--- config.mk ---
export PLATFORM = sky130hd
export DESIGN_NAME = modbus_tcp_slave_responder_core
export DESIGN_NICKNAME = d
export VERILOG_FILES = /design/src/rtl/mbtcp_pkg.sv /design/src/rtl/mbtcp_queue.sv /design/src/rtl/mbtcp_front.sv /design/src/rtl/mbtcp_back.sv /design/src/rtl/modbus_tcp_slave_responder_core.sv
export SDC_FILE = /design/constraint.sdc
export NUM_CORES = 1
export LEC_CHECK = 0
export BUFFER_PORTS_ARGS = -buffer_cell sky130_fd_sc_hd__buf_2
export CAP_MARGIN = 10
export CORE_ASPECT_RATIO = 1.5
export CORE_MARGIN = 1.5
export CORE_UTILIZATION = 40
export DETAILED_ROUTE_END_ITERATION = 16
export HOLD_SLACK_MARGIN = 0.12
export PLACE_DENSITY = 0.59
export SYNTH_ARGS = -nofsm -noshare
export SYNTH_HDL_FRONTEND = slang
export SYNTH_SLANG_ARGS = --single-unit
--- constraint.sdc ---
create_clock -name clk -period 37.7 [get_ports clk]
set_input_delay 7.54 -clock clk [delete_from_list [all_inputs] [get_ports clk]]
set_output_delay 7.54 -clock clk [all_outputs]
set_load 0.02 [all_outputs]
--- src/rtl/mbtcp_pkg.sv ---
`timescale 1ns / 1ps
// ----------------------------------------------------------------------------
// mbtcp_pkg
// Shared types and constants of the Modbus/TCP slave responder.
// ----------------------------------------------------------------------------
package mbtcp_pkg;

	// request framing
	localparam int          HEAD_BYTES = 12;
	localparam int          CNT_W      = 9;
	localparam logic [8:0]  CNT_MAX    = 9'd511;
	localparam logic [8:0]  HDR_BYTES  = 9'd6;
	localparam logic [8:0]  FRAME_MAX  = 9'd259;   // 6 header bytes + largest length
	localparam logic [15:0] PLEN_MIN   = 16'd2;
	localparam logic [15:0] PLEN_MAX   = 16'd253;
	localparam logic [15:0] PLEN_FIXED = 16'd6;    // 12-byte request

	// function codes
	localparam logic [7:0] FN_READ_COILS    = 8'd1;
	localparam logic [7:0] FN_READ_DISCRETE = 8'd2;
	localparam logic [7:0] FN_READ_HOLDING  = 8'd3;
	localparam logic [7:0] FN_READ_INPUTS   = 8'd4;
	localparam logic [7:0] FN_WRITE_COIL    = 8'd5;
	localparam logic [7:0] FN_WRITE_REG     = 8'd6;
	localparam logic [7:0] FN_WRITE_COILS   = 8'd15;
	localparam logic [7:0] FN_WRITE_REGS    = 8'd16;
	localparam logic [7:0] FN_REPORT_ID     = 8'd17;

	// exception codes
	localparam logic [7:0] EXC_ILLEGAL_FN    = 8'd1;
	localparam logic [7:0] EXC_ILLEGAL_VALUE = 8'd3;
	localparam logic [7:0] EXC_FLAG          = 8'h80;

	// quantity limits
	localparam logic [15:0] QTY_BITS_MAX   = 16'd2000;
	localparam logic [15:0] QTY_REGS_MAX   = 16'd125;
	localparam logic [15:0] QTY_WCOILS_MAX = 16'd1968;
	localparam logic [15:0] QTY_WREGS_MAX  = 16'd123;

	// configuration register indexes
	localparam int         CFG_IDX_W     = 3;
	localparam logic [2:0] REG_ENABLE    = 3'd0;
	localparam logic [2:0] REG_ID_FIRST  = 3'd1;
	localparam logic [2:0] REG_ID_SECOND = 3'd2;
	localparam logic [2:0] REG_ID_LENGTH = 3'd3;

	// descriptor queue
	localparam int Q_DEPTH = 2;
	localparam int Q_PTR_W = $clog2(Q_DEPTH);
	localparam int Q_CNT_W = $clog2(Q_DEPTH + 1);

	typedef logic [2:0] kind_t;
	localparam kind_t KIND_BITS  = 3'd0;
	localparam kind_t KIND_REGS  = 3'd1;
	localparam kind_t KIND_ECHO  = 3'd2;
	localparam kind_t KIND_IDENT = 3'd3;
	localparam kind_t KIND_EXC   = 3'd4;

	// one classified request, ready for the response builder
	typedef struct packed {
		logic [31:0] mbap;      // request bytes 0..3
		logic [7:0]  unit;
		logic [7:0]  fn;
		logic [31:0] body;      // request bytes 8..11
		kind_t       kind;
		logic [7:0]  exc_code;
		logic [8:0]  total;     // response length in bytes
	} desc_t;

endpackage

--- src/rtl/mbtcp_queue.sv ---
`timescale 1ns / 1ps
// ----------------------------------------------------------------------------
// mbtcp_queue
// Short FIFO of request descriptors between the framer and the builder.
// ----------------------------------------------------------------------------
module mbtcp_queue (
	input  logic             clk,
	input  logic             arst_n,
	input  logic             push,
	input  mbtcp_pkg::desc_t push_desc,
	input  logic             pop,
	output mbtcp_pkg::desc_t pop_desc,
	output logic             not_empty,
	output logic             full
);

	mbtcp_pkg::desc_t                  mem_q [mbtcp_pkg::Q_DEPTH];
	logic [mbtcp_pkg::Q_PTR_W-1:0]     wr_q;
	logic [mbtcp_pkg::Q_PTR_W-1:0]     rd_q;
	logic [mbtcp_pkg::Q_CNT_W-1:0]     count_q;

	localparam logic [mbtcp_pkg::Q_PTR_W-1:0] LAST_PTR =
		mbtcp_pkg::Q_PTR_W'(mbtcp_pkg::Q_DEPTH - 1);
	localparam logic [mbtcp_pkg::Q_CNT_W-1:0] FULL_CNT =
		mbtcp_pkg::Q_CNT_W'(mbtcp_pkg::Q_DEPTH);

	assign not_empty = (count_q != '0);
	assign full      = (count_q == FULL_CNT);
	assign pop_desc  = mem_q[rd_q];

	always_ff @(posedge clk) begin
		if (push) begin
			mem_q[wr_q] <= push_desc;
		end
	end

	always_ff @(posedge clk or negedge arst_n) begin
		if (!arst_n) begin
			wr_q    <= '0;
			rd_q    <= '0;
			count_q <= '0;
		end else begin
			if (push) begin
				wr_q <= (wr_q == LAST_PTR) ? '0 : wr_q + 1'b1;
			end
			if (pop) begin
				rd_q <= (rd_q == LAST_PTR) ? '0 : rd_q + 1'b1;
			end
			unique case ({push, pop})
				2'b10:   count_q <= count_q + 1'b1;
				2'b01:   count_q <= count_q - 1'b1;
				default: count_q <= count_q;
			endcase
		end
	end

	a_no_overflow: assert property (@(posedge clk) disable iff (!arst_n)
		push |-> !full)
		else $error("descriptor pushed into full queue");

	a_no_underflow: assert property (@(posedge clk) disable iff (!arst_n)
		pop |-> not_empty)
		else $error("descriptor popped from empty queue");

endmodule

--- src/rtl/mbtcp_front.sv ---
`timescale 1ns / 1ps
// ----------------------------------------------------------------------------
// mbtcp_front
// Frames request bytes, checks the header and classifies finished requests.
// ----------------------------------------------------------------------------
module mbtcp_front #(
	parameter int ID_MAX_BYTES = 16
) (
	input  logic             clk,
	input  logic             arst_n,
	input  logic             accept,
	input  logic             op,
	input  logic [7:0]       rx_byte,
	input  logic             enable,
	input  logic [4:0]       id_length,
	output logic             push,
	output mbtcp_pkg::desc_t desc
);

	localparam logic [4:0] ID_CAP = 5'(ID_MAX_BYTES);

	logic [7:0]                  head_q [mbtcp_pkg::HEAD_BYTES];
	logic [mbtcp_pkg::CNT_W-1:0] count_q;

	logic [7:0]                  head_n [mbtcp_pkg::HEAD_BYTES];
	logic [mbtcp_pkg::CNT_W-1:0] count_n;
	logic [mbtcp_pkg::CNT_W-1:0] req_end;
	logic [15:0]                 proto;
	logic [15:0]                 plen;
	logic [15:0]                 qty;
	logic [7:0]                  fn;
	logic                        hdr_seen;
	logic                        hdr_bad;
	logic                        done;
	logic                        act;
	logic                        clear;
	logic                        len_ok;
	logic [16:0]                 bits_sum;
	logic [7:0]                  bits_nb;
	logic [7:0]                  regs_nb;
	logic [4:0]                  id_n;

	// frame view including the byte arriving now
	always_comb begin
		for (int i = 0; i < mbtcp_pkg::HEAD_BYTES; i++) begin
			head_n[i] = (count_q == mbtcp_pkg::CNT_W'(i)) ? rx_byte : head_q[i];
		end
	end

	assign count_n  = (count_q == mbtcp_pkg::CNT_MAX) ? count_q : count_q + 9'd1;
	assign proto    = {head_n[2], head_n[3]};
	assign plen     = {head_n[4], head_n[5]};
	assign hdr_seen = (count_n >= mbtcp_pkg::HDR_BYTES);
	assign hdr_bad  = (proto != 16'd0) || (plen < mbtcp_pkg::PLEN_MIN) ||
	                  (plen > mbtcp_pkg::PLEN_MAX);
	assign req_end  = mbtcp_pkg::HDR_BYTES + {1'b0, plen[7:0]};
	assign done     = hdr_seen && !hdr_bad && (count_n >= req_end);
	assign act      = accept && enable;
	assign clear    = act && (op || (hdr_seen && (hdr_bad || done)));
	assign push     = act && !op && done;

	// classification
	assign fn       = head_n[7];
	assign qty      = {head_n[10], head_n[11]};
	assign len_ok   = (plen == mbtcp_pkg::PLEN_FIXED);
	assign bits_sum = {1'b0, qty} + 17'd7;
	assign bits_nb  = bits_sum[10:3];
	assign regs_nb  = {qty[6:0], 1'b0};
	assign id_n     = (id_length > ID_CAP) ? ID_CAP : id_length;

	always_comb begin
		desc.mbap     = {head_n[0], head_n[1], head_n[2], head_n[3]};
		desc.unit     = head_n[6];
		desc.fn       = fn;
		desc.body     = {head_n[8], head_n[9], head_n[10], head_n[11]};
		desc.kind     = mbtcp_pkg::KIND_EXC;
		desc.exc_code = mbtcp_pkg::EXC_ILLEGAL_VALUE;
		desc.total    = 9'd9;
		unique case (fn)
			mbtcp_pkg::FN_READ_COILS, mbtcp_pkg::FN_READ_DISCRETE: begin
				if (len_ok && qty != 16'd0 && qty <= mbtcp_pkg::QTY_BITS_MAX) begin
					desc.kind  = mbtcp_pkg::KIND_BITS;
					desc.total = 9'd9 + {1'b0, bits_nb};
				end
			end
			mbtcp_pkg::FN_READ_HOLDING, mbtcp_pkg::FN_READ_INPUTS: begin
				if (len_ok && qty != 16'd0 && qty <= mbtcp_pkg::QTY_REGS_MAX) begin
					desc.kind  = mbtcp_pkg::KIND_REGS;
					desc.total = 9'd9 + {1'b0, regs_nb};
				end
			end
			mbtcp_pkg::FN_WRITE_COIL, mbtcp_pkg::FN_WRITE_REG: begin
				if (len_ok) begin
					desc.kind  = mbtcp_pkg::KIND_ECHO;
					desc.total = 9'd12;
				end
			end
			mbtcp_pkg::FN_WRITE_COILS: begin
				if (qty != 16'd0 && qty <= mbtcp_pkg::QTY_WCOILS_MAX) begin
					desc.kind  = mbtcp_pkg::KIND_ECHO;
					desc.total = 9'd12;
				end
			end
			mbtcp_pkg::FN_WRITE_REGS: begin
				if (qty != 16'd0 && qty <= mbtcp_pkg::QTY_WREGS_MAX) begin
					desc.kind  = mbtcp_pkg::KIND_ECHO;
					desc.total = 9'd12;
				end
			end
			mbtcp_pkg::FN_REPORT_ID: begin
				desc.kind  = mbtcp_pkg::KIND_IDENT;
				desc.total = 9'd9 + {4'd0, id_n};
			end
			default: begin
				desc.exc_code = mbtcp_pkg::EXC_ILLEGAL_FN;
			end
		endcase
	end

	always_ff @(posedge clk or negedge arst_n) begin
		if (!arst_n) begin
			for (int i = 0; i < mbtcp_pkg::HEAD_BYTES; i++) begin
				head_q[i] <= 8'd0;
			end
			count_q <= '0;
		end else if (clear) begin
			for (int i = 0; i < mbtcp_pkg::HEAD_BYTES; i++) begin
				head_q[i] <= 8'd0;
			end
			count_q <= '0;
		end else if (act) begin
			if (count_q < mbtcp_pkg::CNT_W'(mbtcp_pkg::HEAD_BYTES)) begin
				head_q[count_q[3:0]] <= rx_byte;
			end
			count_q <= count_n;
		end
	end

	// a frame always ends or is dropped before the longest legal length
	a_count_bound: assert property (@(posedge clk) disable iff (!arst_n)
		count_q < mbtcp_pkg::FRAME_MAX)
		else $error("frame byte count past longest request");

endmodule

--- src/rtl/mbtcp_back.sv ---
`timescale 1ns / 1ps
// ----------------------------------------------------------------------------
// mbtcp_back
// Builds the response of one descriptor, eight bytes per output word.
// ----------------------------------------------------------------------------
module mbtcp_back (
	input  logic             clk,
	input  logic             arst_n,
	input  logic             q_valid,
	input  mbtcp_pkg::desc_t q_desc,
	output logic             q_pop,
	input  logic [63:0]      id_text_first,
	input  logic [63:0]      id_text_second,
	output logic             out_valid,
	input  logic             out_stall,
	output logic [63:0]      out_bytes,
	output logic [3:0]       valid_bytes,
	output logic             last
);

	mbtcp_pkg::desc_t cur_q;
	logic             busy_q;
	logic [5:0]       k_q;
	logic             out_valid_q;
	logic [63:0]      out_bytes_q;
	logic [3:0]       valid_bytes_q;
	logic             last_q;

	logic             adv;
	logic [8:0]       base;
	logic [8:0]       cnt;
	logic             word_last;
	logic [63:0]      word;

	// response byte at position p
	function automatic logic [7:0] resp_byte(input mbtcp_pkg::desc_t d,
	                                         input logic [8:0] p,
	                                         input logic [63:0] idf,
	                                         input logic [63:0] ids);
		logic [8:0]  o;
		logic [15:0] v;
		logic [63:0] w;
		logic [7:0]  b;
		o = p - 9'd9;
		v = d.body[31:16] + {8'd0, o[8:1]};
		w = o[3] ? ids : idf;
		b = 8'd0;
		unique case (p)
			9'd0: b = d.mbap[31:24];
			9'd1: b = d.mbap[23:16];
			9'd2: b = d.mbap[15:8];
			9'd3: b = d.mbap[7:0];
			9'd4: b = 8'd0;
			9'd5: b = 8'(d.total - 9'd6);
			9'd6: b = d.unit;
			9'd7: b = (d.kind == mbtcp_pkg::KIND_EXC) ? (d.fn | mbtcp_pkg::EXC_FLAG) : d.fn;
			9'd8: begin
				if (d.kind == mbtcp_pkg::KIND_EXC) begin
					b = d.exc_code;
				end else if (d.kind == mbtcp_pkg::KIND_ECHO) begin
					b = d.body[31:24];
				end else begin
					b = 8'(d.total - 9'd9);
				end
			end
			default: begin
				unique case (d.kind)
					mbtcp_pkg::KIND_REGS:  b = o[0] ? v[7:0] : v[15:8];
					mbtcp_pkg::KIND_IDENT: b = 8'(w >> {3'd7 - o[2:0], 3'b000});
					mbtcp_pkg::KIND_ECHO: begin
						unique case (o[1:0])
							2'd0:    b = d.body[23:16];
							2'd1:    b = d.body[15:8];
							2'd2:    b = d.body[7:0];
							default: b = 8'd0;
						endcase
					end
					default: b = 8'd0;
				endcase
			end
		endcase
		return b;
	endfunction

	assign q_pop     = !busy_q && q_valid;
	assign adv       = busy_q && (!out_valid_q || !out_stall);
	assign base      = {k_q, 3'b000};
	assign cnt       = cur_q.total - base;
	assign word_last = (cnt <= 9'd8);

	always_comb begin
		for (int j = 0; j < 8; j++) begin
			word[63 - 8*j -: 8] = ((base + 9'(j)) < cur_q.total) ?
				resp_byte(cur_q, base + 9'(j), id_text_first, id_text_second) : 8'd0;
		end
	end

	always_ff @(posedge clk) begin
		if (q_pop) begin
			cur_q <= q_desc;
		end
		if (adv) begin
			out_bytes_q   <= word;
			valid_bytes_q <= word_last ? cnt[3:0] : 4'd8;
			last_q        <= word_last;
		end
	end

	always_ff @(posedge clk or negedge arst_n) begin
		if (!arst_n) begin
			busy_q      <= 1'b0;
			k_q         <= '0;
			out_valid_q <= 1'b0;
		end else begin
			if (q_pop) begin
				busy_q <= 1'b1;
				k_q    <= '0;
			end else if (adv) begin
				if (word_last) begin
					busy_q <= 1'b0;
				end else begin
					k_q <= k_q + 6'd1;
				end
			end
			if (adv) begin
				out_valid_q <= 1'b1;
			end else if (!out_stall) begin
				out_valid_q <= 1'b0;
			end
		end
	end

	assign out_valid   = out_valid_q;
	assign out_bytes   = out_bytes_q;
	assign valid_bytes = valid_bytes_q;
	assign last        = last_q;

	a_word_in_range: assert property (@(posedge clk) disable iff (!arst_n)
		busy_q |-> (base < cur_q.total))
		else $error("word index ran past response length");

	a_done_after_last: assert property (@(posedge clk) disable iff (!arst_n)
		(adv && word_last) |=> (!busy_q && out_valid_q && last_q))
		else $error("builder still busy after final word");

	a_count_legal: assert property (@(posedge clk) disable iff (!arst_n)
		out_valid_q |-> (valid_bytes_q != 4'd0 && valid_bytes_q <= 4'd8))
		else $error("output word byte count out of range");

endmodule

--- src/rtl/modbus_tcp_slave_responder_core.sv ---
`timescale 1ns / 1ps
// ----------------------------------------------------------------------------
// modbus_tcp_slave_responder_core
// Frames Modbus/TCP requests from a byte stream and returns simulated
// responses as 8-byte words.
// ----------------------------------------------------------------------------
//
// Channel   Direction  Handshake              Payload
// request   in         in_valid / in_stall    op, rx_byte
// response  out        out_valid / out_stall  out_bytes, valid_bytes, last
// config    in         cfg_we                 cfg_index, cfg_data
//
// Flow: the framer takes one request byte per cycle while the descriptor
//   queue has room. A response of N words (2..33) leaves at one word per
//   cycle while out_stall is low; its first word is registered in the queue,
//   then in the descriptor register, then in the output register, and the
//   builder goes idle between consecutive responses to load the next one.
// Reset: arst_n clears the frame buffer, byte count, queue, builder state and
//   configuration; no clearing pass is needed afterwards.
// Stalls: in_stall is high while the two-entry queue is full; out_stall holds
//   the output register and pauses the builder without blocking the framer.
//
module modbus_tcp_slave_responder_core #(
	parameter int ID_MAX_BYTES = 16     // cap on identifier length, 8..16
) (
	input  logic                            clk,
	input  logic                            arst_n,
	// request bytes
	input  logic                            in_valid,
	output logic                            in_stall,
	input  logic                            op,
	input  logic [7:0]                      rx_byte,
	// response words
	output logic                            out_valid,
	input  logic                            out_stall,
	output logic [63:0]                     out_bytes,
	output logic [3:0]                      valid_bytes,
	output logic                            last,
	// register writes
	input  logic                            cfg_we,
	input  logic [mbtcp_pkg::CFG_IDX_W-1:0] cfg_index,
	input  logic [63:0]                     cfg_data
);

	// configuration registers
	logic        enable_q;
	logic [63:0] id_first_q;
	logic [63:0] id_second_q;
	logic [4:0]  id_length_q;

	// front <-> queue <-> back
	logic             accept;
	logic             q_push;
	logic             q_pop;
	logic             q_not_empty;
	logic             q_full;
	mbtcp_pkg::desc_t front_desc;
	mbtcp_pkg::desc_t back_desc;

	always_ff @(posedge clk or negedge arst_n) begin
		if (!arst_n) begin
			enable_q    <= 1'b0;
			id_first_q  <= '0;
			id_second_q <= '0;
			id_length_q <= '0;
		end else if (cfg_we) begin
			unique case (cfg_index)
				mbtcp_pkg::REG_ENABLE:    enable_q    <= cfg_data[0];
				mbtcp_pkg::REG_ID_FIRST:  id_first_q  <= cfg_data;
				mbtcp_pkg::REG_ID_SECOND: id_second_q <= cfg_data;
				mbtcp_pkg::REG_ID_LENGTH: id_length_q <= cfg_data[4:0];
				default: ;   // unmapped index: ignored
			endcase
		end
	end

	// Hold off new bytes whenever the queue cannot take a finished request.
	assign in_stall = q_full;
	assign accept   = in_valid && !in_stall;

	// front: framing, header check, classification
	mbtcp_front #(
		.ID_MAX_BYTES (ID_MAX_BYTES)
	) u_front (
		.clk       (clk),
		.arst_n    (arst_n),
		.accept    (accept),
		.op        (op),
		.rx_byte   (rx_byte),
		.enable    (enable_q),
		.id_length (id_length_q),
		.push      (q_push),
		.desc      (front_desc)
	);

	// decoupling queue
	mbtcp_queue u_queue (
		.clk       (clk),
		.arst_n    (arst_n),
		.push      (q_push),
		.push_desc (front_desc),
		.pop       (q_pop),
		.pop_desc  (back_desc),
		.not_empty (q_not_empty),
		.full      (q_full)
	);

	// back: response word generation
	mbtcp_back u_back (
		.clk            (clk),
		.arst_n         (arst_n),
		.q_valid        (q_not_empty),
		.q_desc         (back_desc),
		.q_pop          (q_pop),
		.id_text_first  (id_first_q),
		.id_text_second (id_second_q),
		.out_valid      (out_valid),
		.out_stall      (out_stall),
		.out_bytes      (out_bytes),
		.valid_bytes    (valid_bytes),
		.last           (last)
	);

endmodule
==> impl_metrics.ini, run 1 <==
[final_layout]
drive_above_1_share_pct = 24.1
antenna_cells = 0
syn_to_final_growth_pct = 12.6
multiInputGateArea_um2 = 11700
register_area_um2 = 16700
nets = 2640
nFillCells = 6592

[detailed_routing]
ant_nets = 0
drc = 0
drt_iter0_drc = 1580
wire_per_inst_um = 24.5
num_vias = 19500
drt_pass1_iterations = 8
wirelength_um = 84700
vias_per_cell = 5.62

[job]
maxCapViolCount = 0

[yosys]
yosys-top-cells-count = 348 x edfxtp_1, 300 x mux2_2, 251 x dfrtp_1, 251 x nand2_1, 154 x nor2_1
yosysUniqueCellTypes = 77
synth_most_common_cell = edfxtp_1
seq_area_frac_synth_pct = 57.3
synth_fp_nets = 2538
syn_area_per_cell_um2 = 12.2
ys_dominant_reg_cell = edfxtp_1
synth_top_cell_area_share_pct = 35.8
async_reset_ff_share_pct = 41.9
synth_top_area_cell = edfxtp_1
netlist_area_um2 = 29200
synth-edff-count = 348
synth_cells = 2394
synthTopCellsByArea = edfxtp_1 36%, dfrtp_1 22%, mux2_2 12%
yosys_warnings = 0
ys_ff_latch = 599

[power_and_ir_drop]
power_leakage_nw = 13.0
ir_worst_vdd_uv = 35.5
power_density_nw_per_um2 = 73.1
power_mw = 2.40

[sta]
fmax_ghz = 0.0874
timing.slew.headroom_pct = 20.9
fin_crit_ps = 11440
tightest_slew_ps = 1180
finalMaxSlewViolations = 0
setup_viol = 0
skew_ps = 42.1
grt_setup_unrepaired = false
period_share_pct = 30.3
fin_setup_tns_ps = 0
hold_violations = 0

[min_path]
hold_path.class = reg2reg

[setup_path]
slowest_delay_ps = 660
critPathArrivalTime_ps = 11700
path_cells = buf_2 -> buf_4 -> nor2_1 -> a21o_1 -> nor3_1 -> nand2_1 -> xnor2_1 -> mux2i_1 -> ha_1 -> o21ai_0 -> nand2b_1 -> a31oi_1 -> nor3_1 -> and2_4 -> buf_4
worst-path-max-fanout = 52
crit_buf_inv = 3
cpMaxStageDelayCell = buf_4
critical_path_required_ps = 37960
critPathTopFamily = simple AND/OR/NAND/NOR gates
worst_setup_path_end_kind = flip-flop
crit_type = in2reg
start_kind = input pin
r2r_setup_slack_ps = 31630

[global_route]
grt_pass1_vias = 20100
grt_max_degree = 97
grt_pass1_wl_um = 127000
grt_overflow = 0
track_usage_pct = 22.6
grt_antenna_before_repair = 0

[clock_network]
ctsResizeCount = 0
clk_pin_slew_ps = 60
cts_setup_buffers = 0
clockBufferDepth = 3
htree_levels = 2
clk_latency_ps = 640
cts_sinks = 599
holdBufCountCts = 0
root_buffer = clkbuf_16
cts_tree = built
numCtsBuffers = 57

[placement]
gp_congestion = 0.952
port_buffers = 151
dp_hpwl_um = 61700

[floorplanning]
coreArea_um2 = 72400
start_util_pct = 40.3
fp-row-count = 121
num_io_pins = 152
die_w_um = 224
die-area_um2 = 74600
die_h_um = 334

[status]
status = finished, final reports clean
area by class of cell:
type / count / area share, %
clock buffers: 76 / 4.74
clock inverters: 30 / 1.33
inverters: 58 / 0.670
multi-input cells: 1597 / 35.7
flip-flops and latches: 599 / 50.9
well taps: 922 / 3.51
repair buffers: 183 / 3.05
worst register-to-register path, stage by stage (launching register included):
cell and delay, ps:
dfrtp_1 520, or4_1 730, nor3_4 710, nor3_1 140
a21o_1 240, nor3_1 540, nand2_1 140, xnor2_1 170
mux2i_1 110, ha_1 320, o21ai_0 70, nand2b_1 80
a31oi_1 210, nor3_1 430, and2_4 590, buf_4 670
layer usage:
| metal | vias to the layer above | global-route usage, % | wire length [um] |
|---|---|---|---|
| met1 | 9754 | 26.7 | 33700 |
| li1 | 8989 | - | - |
| met3 | 155 | 2.86 | 3350 |
| met4 | 0 | 10.9 | 4250 |
| met5 | - | 0 | 0 |
| met2 | 565 | 40.6 | 43400 |
logic make-up after synthesis:
group           count (synthesis)  synth area share, %
simple gates                  609                 9.84
flops                         599                 57.3
compound gates                418                 9.12
mux                           403                 15.1
buf+inv                       198                 2.64
xor+xnor                      104                 3.12
fa+ha+maj                      63                 2.80
placed cells by master, fill, tap and decap left out, types with 57 or more instances in the layout:
master	count
edfxtp_1	348
mux2i_1	102
buf_2	150
mux2_2	300
o21ai_0	77
dfrtp_1	249
xnor2_1	64
ha_1	59
a21oi_1	149
nand2_1	251
nor2_1	154
clkbuf_16	57
sequential cells by signal (all words and copies together) (netlist names):
name	flops
u_back.valid_bytes	4
id_second_q	64
u_back.out_valid	1
id_first_q	64
u_queue.rd_q	1
u_front.count_q	9
u_queue.count_q	2
u_back.last	1
u_queue.wr_q	1
u_front.head_q	96
u_back.busy_q	1
u_back.cur_q	93
enable_q	1
u_back.out_bytes	64
u_queue.mem_q	186
id_length_q	5
u_back.k_q	6
power by group:
part / leakage, nW / internal, mW / switching [mW]
logic: 5.57 / 0.316 / 0.552
clock network: 0.965 / 0.349 / 0.254
registers: 6.48 / 0.838 / 0.0937
total: 13.0 / 1.50 / 0.900
path summary, 6_finish.rpt:
kind                                         start                  end  cells after the start
worst max-delay path                    rx_byte[2]  u_queue.mem_q[1][7]                     15
max in group asynchronous                   arst_n       id_first_q[52]                      2
min in group asynchronous                   arst_n   u_queue.count_q[1]                      1
worst max register to register  u_front.count_q[7]  u_queue.mem_q[1][7]                     15
worst min-delay path            u_queue.count_q[1]   u_queue.count_q[1]                      1
worst min register to register  u_queue.count_q[1]   u_queue.count_q[1]                      1
stage by stage:
stage                     cell area [um2]  worst slack (ps)  hold slack (ps)  std cells  util (%)
after global routing                32900             25930              515       3465      45.4
final                               32900             26260              503       3465      45.4
after global placement              30900             25630              483       3358      42.6
after CTS                           32800             26280              505       3464      45.4
after detailed placement            30900             25580              494       3358      42.6
after floorplan                     29200             18690              455       2394         -
Power figures use the tool's default switching activity.
==> inputs of run 2 (changes only) <==
--- a/config.mk
+++ b/config.mk
@@ -5,6 +5,7 @@
 export SDC_FILE = /design/constraint.sdc
 export NUM_CORES = 1
 export LEC_CHECK = 0
+export ABC_AREA = 1
 export BUFFER_PORTS_ARGS = -buffer_cell sky130_fd_sc_hd__buf_2
 export CAP_MARGIN = 10
 export CORE_ASPECT_RATIO = 1.5
==> constraint.sdc (replaced) <==
create_clock -name clk -period 12 [get_ports clk]
set_input_delay 2.4 -clock clk [delete_from_list [all_inputs] [get_ports clk]]
set_output_delay 2.4 -clock clk [all_outputs]
set_load 0.02 [all_outputs]
==> impl_metrics.ini, run 2 <==
[final_layout]
nets = 3666
syn_to_final_growth_pct = 13.2
layout_common_cells = 1083 x nand2_1, 471 x inv_1, 348 x edfxtp_1, 323 x o21ai_0, 249 x dfrtp_1
largest_register_ff_count = 186
max_flop_register = u_queue.mem_q
top_regs = u_queue.mem_q (186), u_front.head_q (96), u_back.cur_q (93)
nFillCells = 7146
final_common_cell = nand2_1
antenna_cells = 0
post-route-util_pct = 46.0
stdcell_count = 4565
drive_above_1_share_pct = 10.9
stdcell_area_um2 = 34000

[floorplanning]
num_io_pins = 152
die_h_um = 339
die-area_um2 = 76800
start_util_pct = 40.6
fp-row-count = 122
die_w_um = 227
coreArea_um2 = 74000

[yosys]
async_reset_ff_share_pct = 41.9
synth_fp_nets = 3573
synth-compound-area-share_pct = 10.8
synth-simple-area-share_pct = 19.4
synth_most_common_cell = nand2_1
synthAdderAreaFrac_pct = 2.72
synth_top_family_by_area = simple AND/OR/NAND/NOR gates
yosys.area_share.xor_xnor_pct = 1.20
yosysUniqueCellTypes = 59
yosys-top-cells-count = 1083 x nand2_1, 474 x inv_1, 348 x edfxtp_1, 324 x o21ai_0, 251 x dfrtp_1
synth-edff-count = 348
syn_area_per_cell_um2 = 8.76
synthTopCellsByArea = edfxtp_1 35%, dfrtp_1 21%, nand2_1 14%
netlist_area_um2 = 30000
synth_top_cell_area_share_pct = 34.8
ys_ff_latch = 599
synth_top_area_cell = edfxtp_1
yosys_warnings = 0
synth_cells = 3429
seq_area_frac_synth_pct = 55.7
ys_dominant_reg_cell = edfxtp_1
synth_mux_area_share_pct = 1.83

[sta]
hold_violations = 0
timing.slew.headroom_pct = 21.4
finalMaxSlewViolations = 0
skew_ps = 24.8
setup_ws_ps = 5580
period_share_pct = 53.5
fin_crit_ps = 6420
grt_setup_unrepaired = false
fin_setup_tns_ps = 0
tightest_slew_ps = 1170
setup_viol = 0
holdWs_ps = 477
fmax_ghz = 0.156

[placement]
dp_hpwl_um = 66600
place_inst = 4452
port_buffers = 151
gp_congestion = 1.00
placed_area_um2 = 31700
dp_slack_ps = 4910

[setup_path]
critical_path_required_ps = 12240
r2r_setup_slack_ps = 6580
worst_r2r_endpoint = u_queue.mem_q[0][12]
critPathLaunch = rx_byte[2]
worst-path-max-fanout = 69
r2r-start = u_front.count_q[8]
worst_setup_path_end_kind = flip-flop
start_kind = input pin
rr_worst_depth = 22
crit_type = in2reg
critPathArrivalTime_ps = 6660

[power_and_ir_drop]
power_density_nw_per_um2 = 232
power_leakage_nw = 17.0
ir_worst_vdd_uv = 116
power_mw = 7.90

[detailed_routing]
drc = 0
wire_per_inst_um = 19.9
ant_nets = 0
vias_per_cell = 4.98
drt_iter0_drc = 1785
drt_pass1_iterations = 5
wirelength_um = 91000
num_vias = 22700

[min_path]
hold_path.class = reg2reg
hold_depth = 2
hold_start = id_first_q[46]
holdPathEnd = id_first_q[46]

[clock_network]
cts_setup_buffers = 0
clockBufferDepth = 3
root_buffer = clkbuf_16
numCtsBuffers = 60
holdBufCountCts = 0
clk_pin_slew_ps = 60
htree_levels = 2
cts_sinks = 599
clk_latency_ps = 640
ctsResizeCount = 0
cts_tree = built

[status]
status = finished, final reports clean

[global_route]
grt_pass1_vias = 22000
grt_max_degree = 108
grt_pass1_wl_um = 136000
grt_antenna_before_repair = 0
track_usage_pct = 23.7
grt_overflow = 0

[job]
maxCapViolCount = 0
## run 2: cell types whose count changed after synthesis, sizes merged, moves of 38 or more
cell / before / now
mux2i: 102 / 55
mux2: 301 / 0
nand3: 40 / 82
o211ai: 6 / 71
or2: 4 / 47
nand2: 252 / 1090
inv: 58 / 500
o21ai: 81 / 337
a22oi: 42 / 4
xnor2: 64 / 6
## run 2: worst max path at each step
| stage | to | slack (ps) | cells after the start |
|---|---|---|---|
| 3_5_place_dp | u_queue.mem_q[0][4] | 4910 | 22 |
| 4_1_cts | u_queue.mem_q[0][12] | 5590 | 22 |
| 5_1_grt | u_queue.mem_q[0][12] | 5060 | 22 |
| 6_report | u_queue.mem_q[0][12] | 5580 | 22 |
| 2_1_floorplan | u_queue.mem_q[0][0] | 2970 | 21 |
| 3_3_place_gp | u_queue.mem_q[0][5] | 4880 | 22 |
## run 2: cell type report
type	count	area, um2	share of cell area (%)
clock buffer	72	1600	4.70
clock inverter	41	694	2.04
inverter	504	1890	5.56
multi-input combinational	2181	10900	32.0
sequential	599	16700	49.2
tap	992	1240	3.65
timing repair buffer	176	966	2.84
## run 2: critical path, cell delays in order
cell,delay [ps]
buf_2,320
inv_1,240
o21ai_1,220
nor2_1,110
nor2_1,110
inv_1,80
nor2_1,80
inv_1,70
nor2_1,80
inv_1,70
nor2_1,120
inv_1,70
nand2_1,60
nand2_1,50
ha_1,290
nand2_1,70
nor2_1,130
nand2_1,60
o2111ai_1,310
nand2_1,190
nor2_4,610
buf_4,820
## run 2: cells by family (layout without fill, tap and decap cells)
logic type | count (synthesis) | after routing
buf+inv | 649 | 793
flops | 599 | 599
mux | 55 | 55
simple gates | 1431 | 1431
xor+xnor | 41 | 41
fa+ha+maj | 63 | 63
compound gates | 591 | 591
## run 2: routing by layer
layer	part of all wire, %	vias to the layer above	global-route usage (%)
met5	0	-	0
met4	6.2	0	13.2
met3	4.1	157	2.61
met2	50	608	41.8
met1	39	10700	27.8
li1	-	11300	-
## run 2: where the power goes
part	leakage (nW)	internal, mW	switching [mW]	total, mW
Sequential	6.54	2.68	0.207	2.89
Clock	1.11	1.32	0.834	2.16
Combinational	9.37	0.810	2.05	2.86
Total	17.0	4.81	3.09	7.90
==> inputs of run 3 (changes only) <==
==> constraint.sdc (replaced) <==
create_clock -name clk -period 6 [get_ports clk]
set_input_delay 1.2 -clock clk [delete_from_list [all_inputs] [get_ports clk]]
set_output_delay 1.2 -clock clk [all_outputs]
set_load 0.02 [all_outputs]
==> impl_metrics.ini, run 3 (synthesis results as in run 2) <==
[status]
status = finished, final reports clean

[final_layout]
nFillCells = 7144
post-route-util_pct = 45.9
syn_to_final_growth_pct = 13.2
max_flop_register = u_queue.mem_q
layout_common_cells = 1083 x nand2_1, 471 x inv_1, 348 x edfxtp_1, 323 x o21ai_0, 249 x dfrtp_1
nets = 3689
largest_register_ff_count = 186
top_regs = u_queue.mem_q (186), u_front.head_q (96), u_back.cur_q (93)
final_common_cell = nand2_1
drive_above_1_share_pct = 11.2

[detailed_routing]
wire_per_inst_um = 20.1
drc = 0
ant_nets = 0
drt_pass1_iterations = 6
wirelength_um = 92500
num_vias = 22800
vias_per_cell = 4.97
drt_iter0_drc = 1828

[sta]
setup_viol = 0
period_share_pct = 76.7
skew_ps = 38.0
timing.slew.headroom_pct = 26.7
finalMaxSlewViolations = 0
fmax_ghz = 0.217
fin_setup_tns_ps = 0
setup_ws_ps = 1400
tightest_slew_ps = 1100
fin_crit_ps = 4600
grt_setup_unrepaired = false
hold_violations = 0

[setup_path]
critPathArrivalTime_ps = 5130
critical_path_required_ps = 6540
slowest_delay_ps = 430
r2r_setup_slack_ps = 1400
worst_setup_path_end_kind = flip-flop
crit_type = reg2reg
cpMaxStageDelayCell = dfrtp_1
path_cells = nor2_2 -> inv_2 -> nor2_4 -> nand2_2 -> o21ai_0 -> nor2_1 -> inv_1 -> nor2_1 -> inv_1 -> nor2_1 -> inv_1 -> nor2_1 -> nand2_1 -> nand2_1 -> ha_1 -> nand2_1 -> nor2_1 -> nand2_1 -> o2111ai_1 -> or2_4 -> nand3_4 -> buf_4 -> nand2_1 -> inv_1
worst-path-max-fanout = 40
start_kind = flip-flop

[clock_network]
clockBufferDepth = 3
clk_pin_slew_ps = 60
ctsResizeCount = 0
numCtsBuffers = 59
holdBufCountCts = 0
root_buffer = clkbuf_16
cts_tree = built
clk_latency_ps = 670
htree_levels = 2
cts_setup_buffers = 0
cts_sinks = 599

[floorplanning]
coreArea_um2 = 74000
die_h_um = 339
die_w_um = 227
fp-row-count = 122
start_util_pct = 40.6
die-area_um2 = 76800
num_io_pins = 152

[placement]
gp_congestion = 1.00
port_buffers = 151
dp_hpwl_um = 68100
dp_slack_ps = 1270

[global_route]
grt_pass1_wl_um = 139000
grt_pass1_vias = 22500
track_usage_pct = 24.2
grt_max_degree = 143
grt_antenna_before_repair = 3
grt_overflow = 0

[power_and_ir_drop]
power_leakage_nw = 17.0
power_mw = 15.5
power_density_nw_per_um2 = 455
ir_worst_vdd_uv = 274

[job]
maxCapViolCount = 0

[min_path]
hold_path.class = reg2reg
==> run 3: metal layers <==
layer / global-route usage [%] / wire length, um
met4: 14.4 / 6090
met3: 3.03 / 4040
met1: 28.3 / 36100
met5: 0 / 0
met2: 41.9 / 46300
==> run 3: stage by stage <==
stage | hold slack (ps) | cells | area [um2]
finish | 474 | 4591 | 34000
global route | 497 | 4591 | 34000
CTS | 480 | 4588 | 34000
detailed placement | 466 | 4476 | 31900
global placement | 458 | 4476 | 31900
floorplan | 445 | 3429 | 30100
==> run 3: critical path, delay by kind of cell, from the launching register on <==
kind	cells	cell delay [ps]
AO/OA/AOI/OAI	2	800
flip-flops	1	430
buffers and inverters	6	800
adder cells (fa/ha/maj)	1	290
AND/OR/NAND/NOR	15	2100
==> run 3: cell type report <==
class / instances / area [um2] / share of cell area [%]
clock inverter: 30 / 420 / 1.24
tap: 992 / 1240 / 3.65
multi-input combinational: 2181 / 10900 / 32.0
antenna: 3 / 7.51 / 0.0221
timing repair buffer: 200 / 1170 / 3.44
sequential: 599 / 16700 / 49.2
inverter: 504 / 1890 / 5.57
clock buffer: 82 / 1640 / 4.83
==> run 3: report_power, final <==
part / leakage [nW] / internal, mW / switching, mW
Sequential: 6.54 / 5.36 / 0.394
Clock: 0.995 / 2.28 / 1.68
Combinational: 9.49 / 1.64 / 4.12
Total: 17.0 / 9.28 / 6.20
==> run 3: worst paths after layout <==
kind / startpoint / end / cells past startpoint
setup / recovery: u_front.count_q[8] / u_front.head_q[32] / 24
hold / removal: id_first_q[14] / id_first_q[14] / 2
setup reg to reg: u_front.count_q[8] / u_front.head_q[32] / 24
hold reg to reg: id_first_q[14] / id_first_q[14] / 2
max in group asynchronous: arst_n / id_first_q[14] / 2
min in group asynchronous: arst_n / u_queue.rd_q / 1
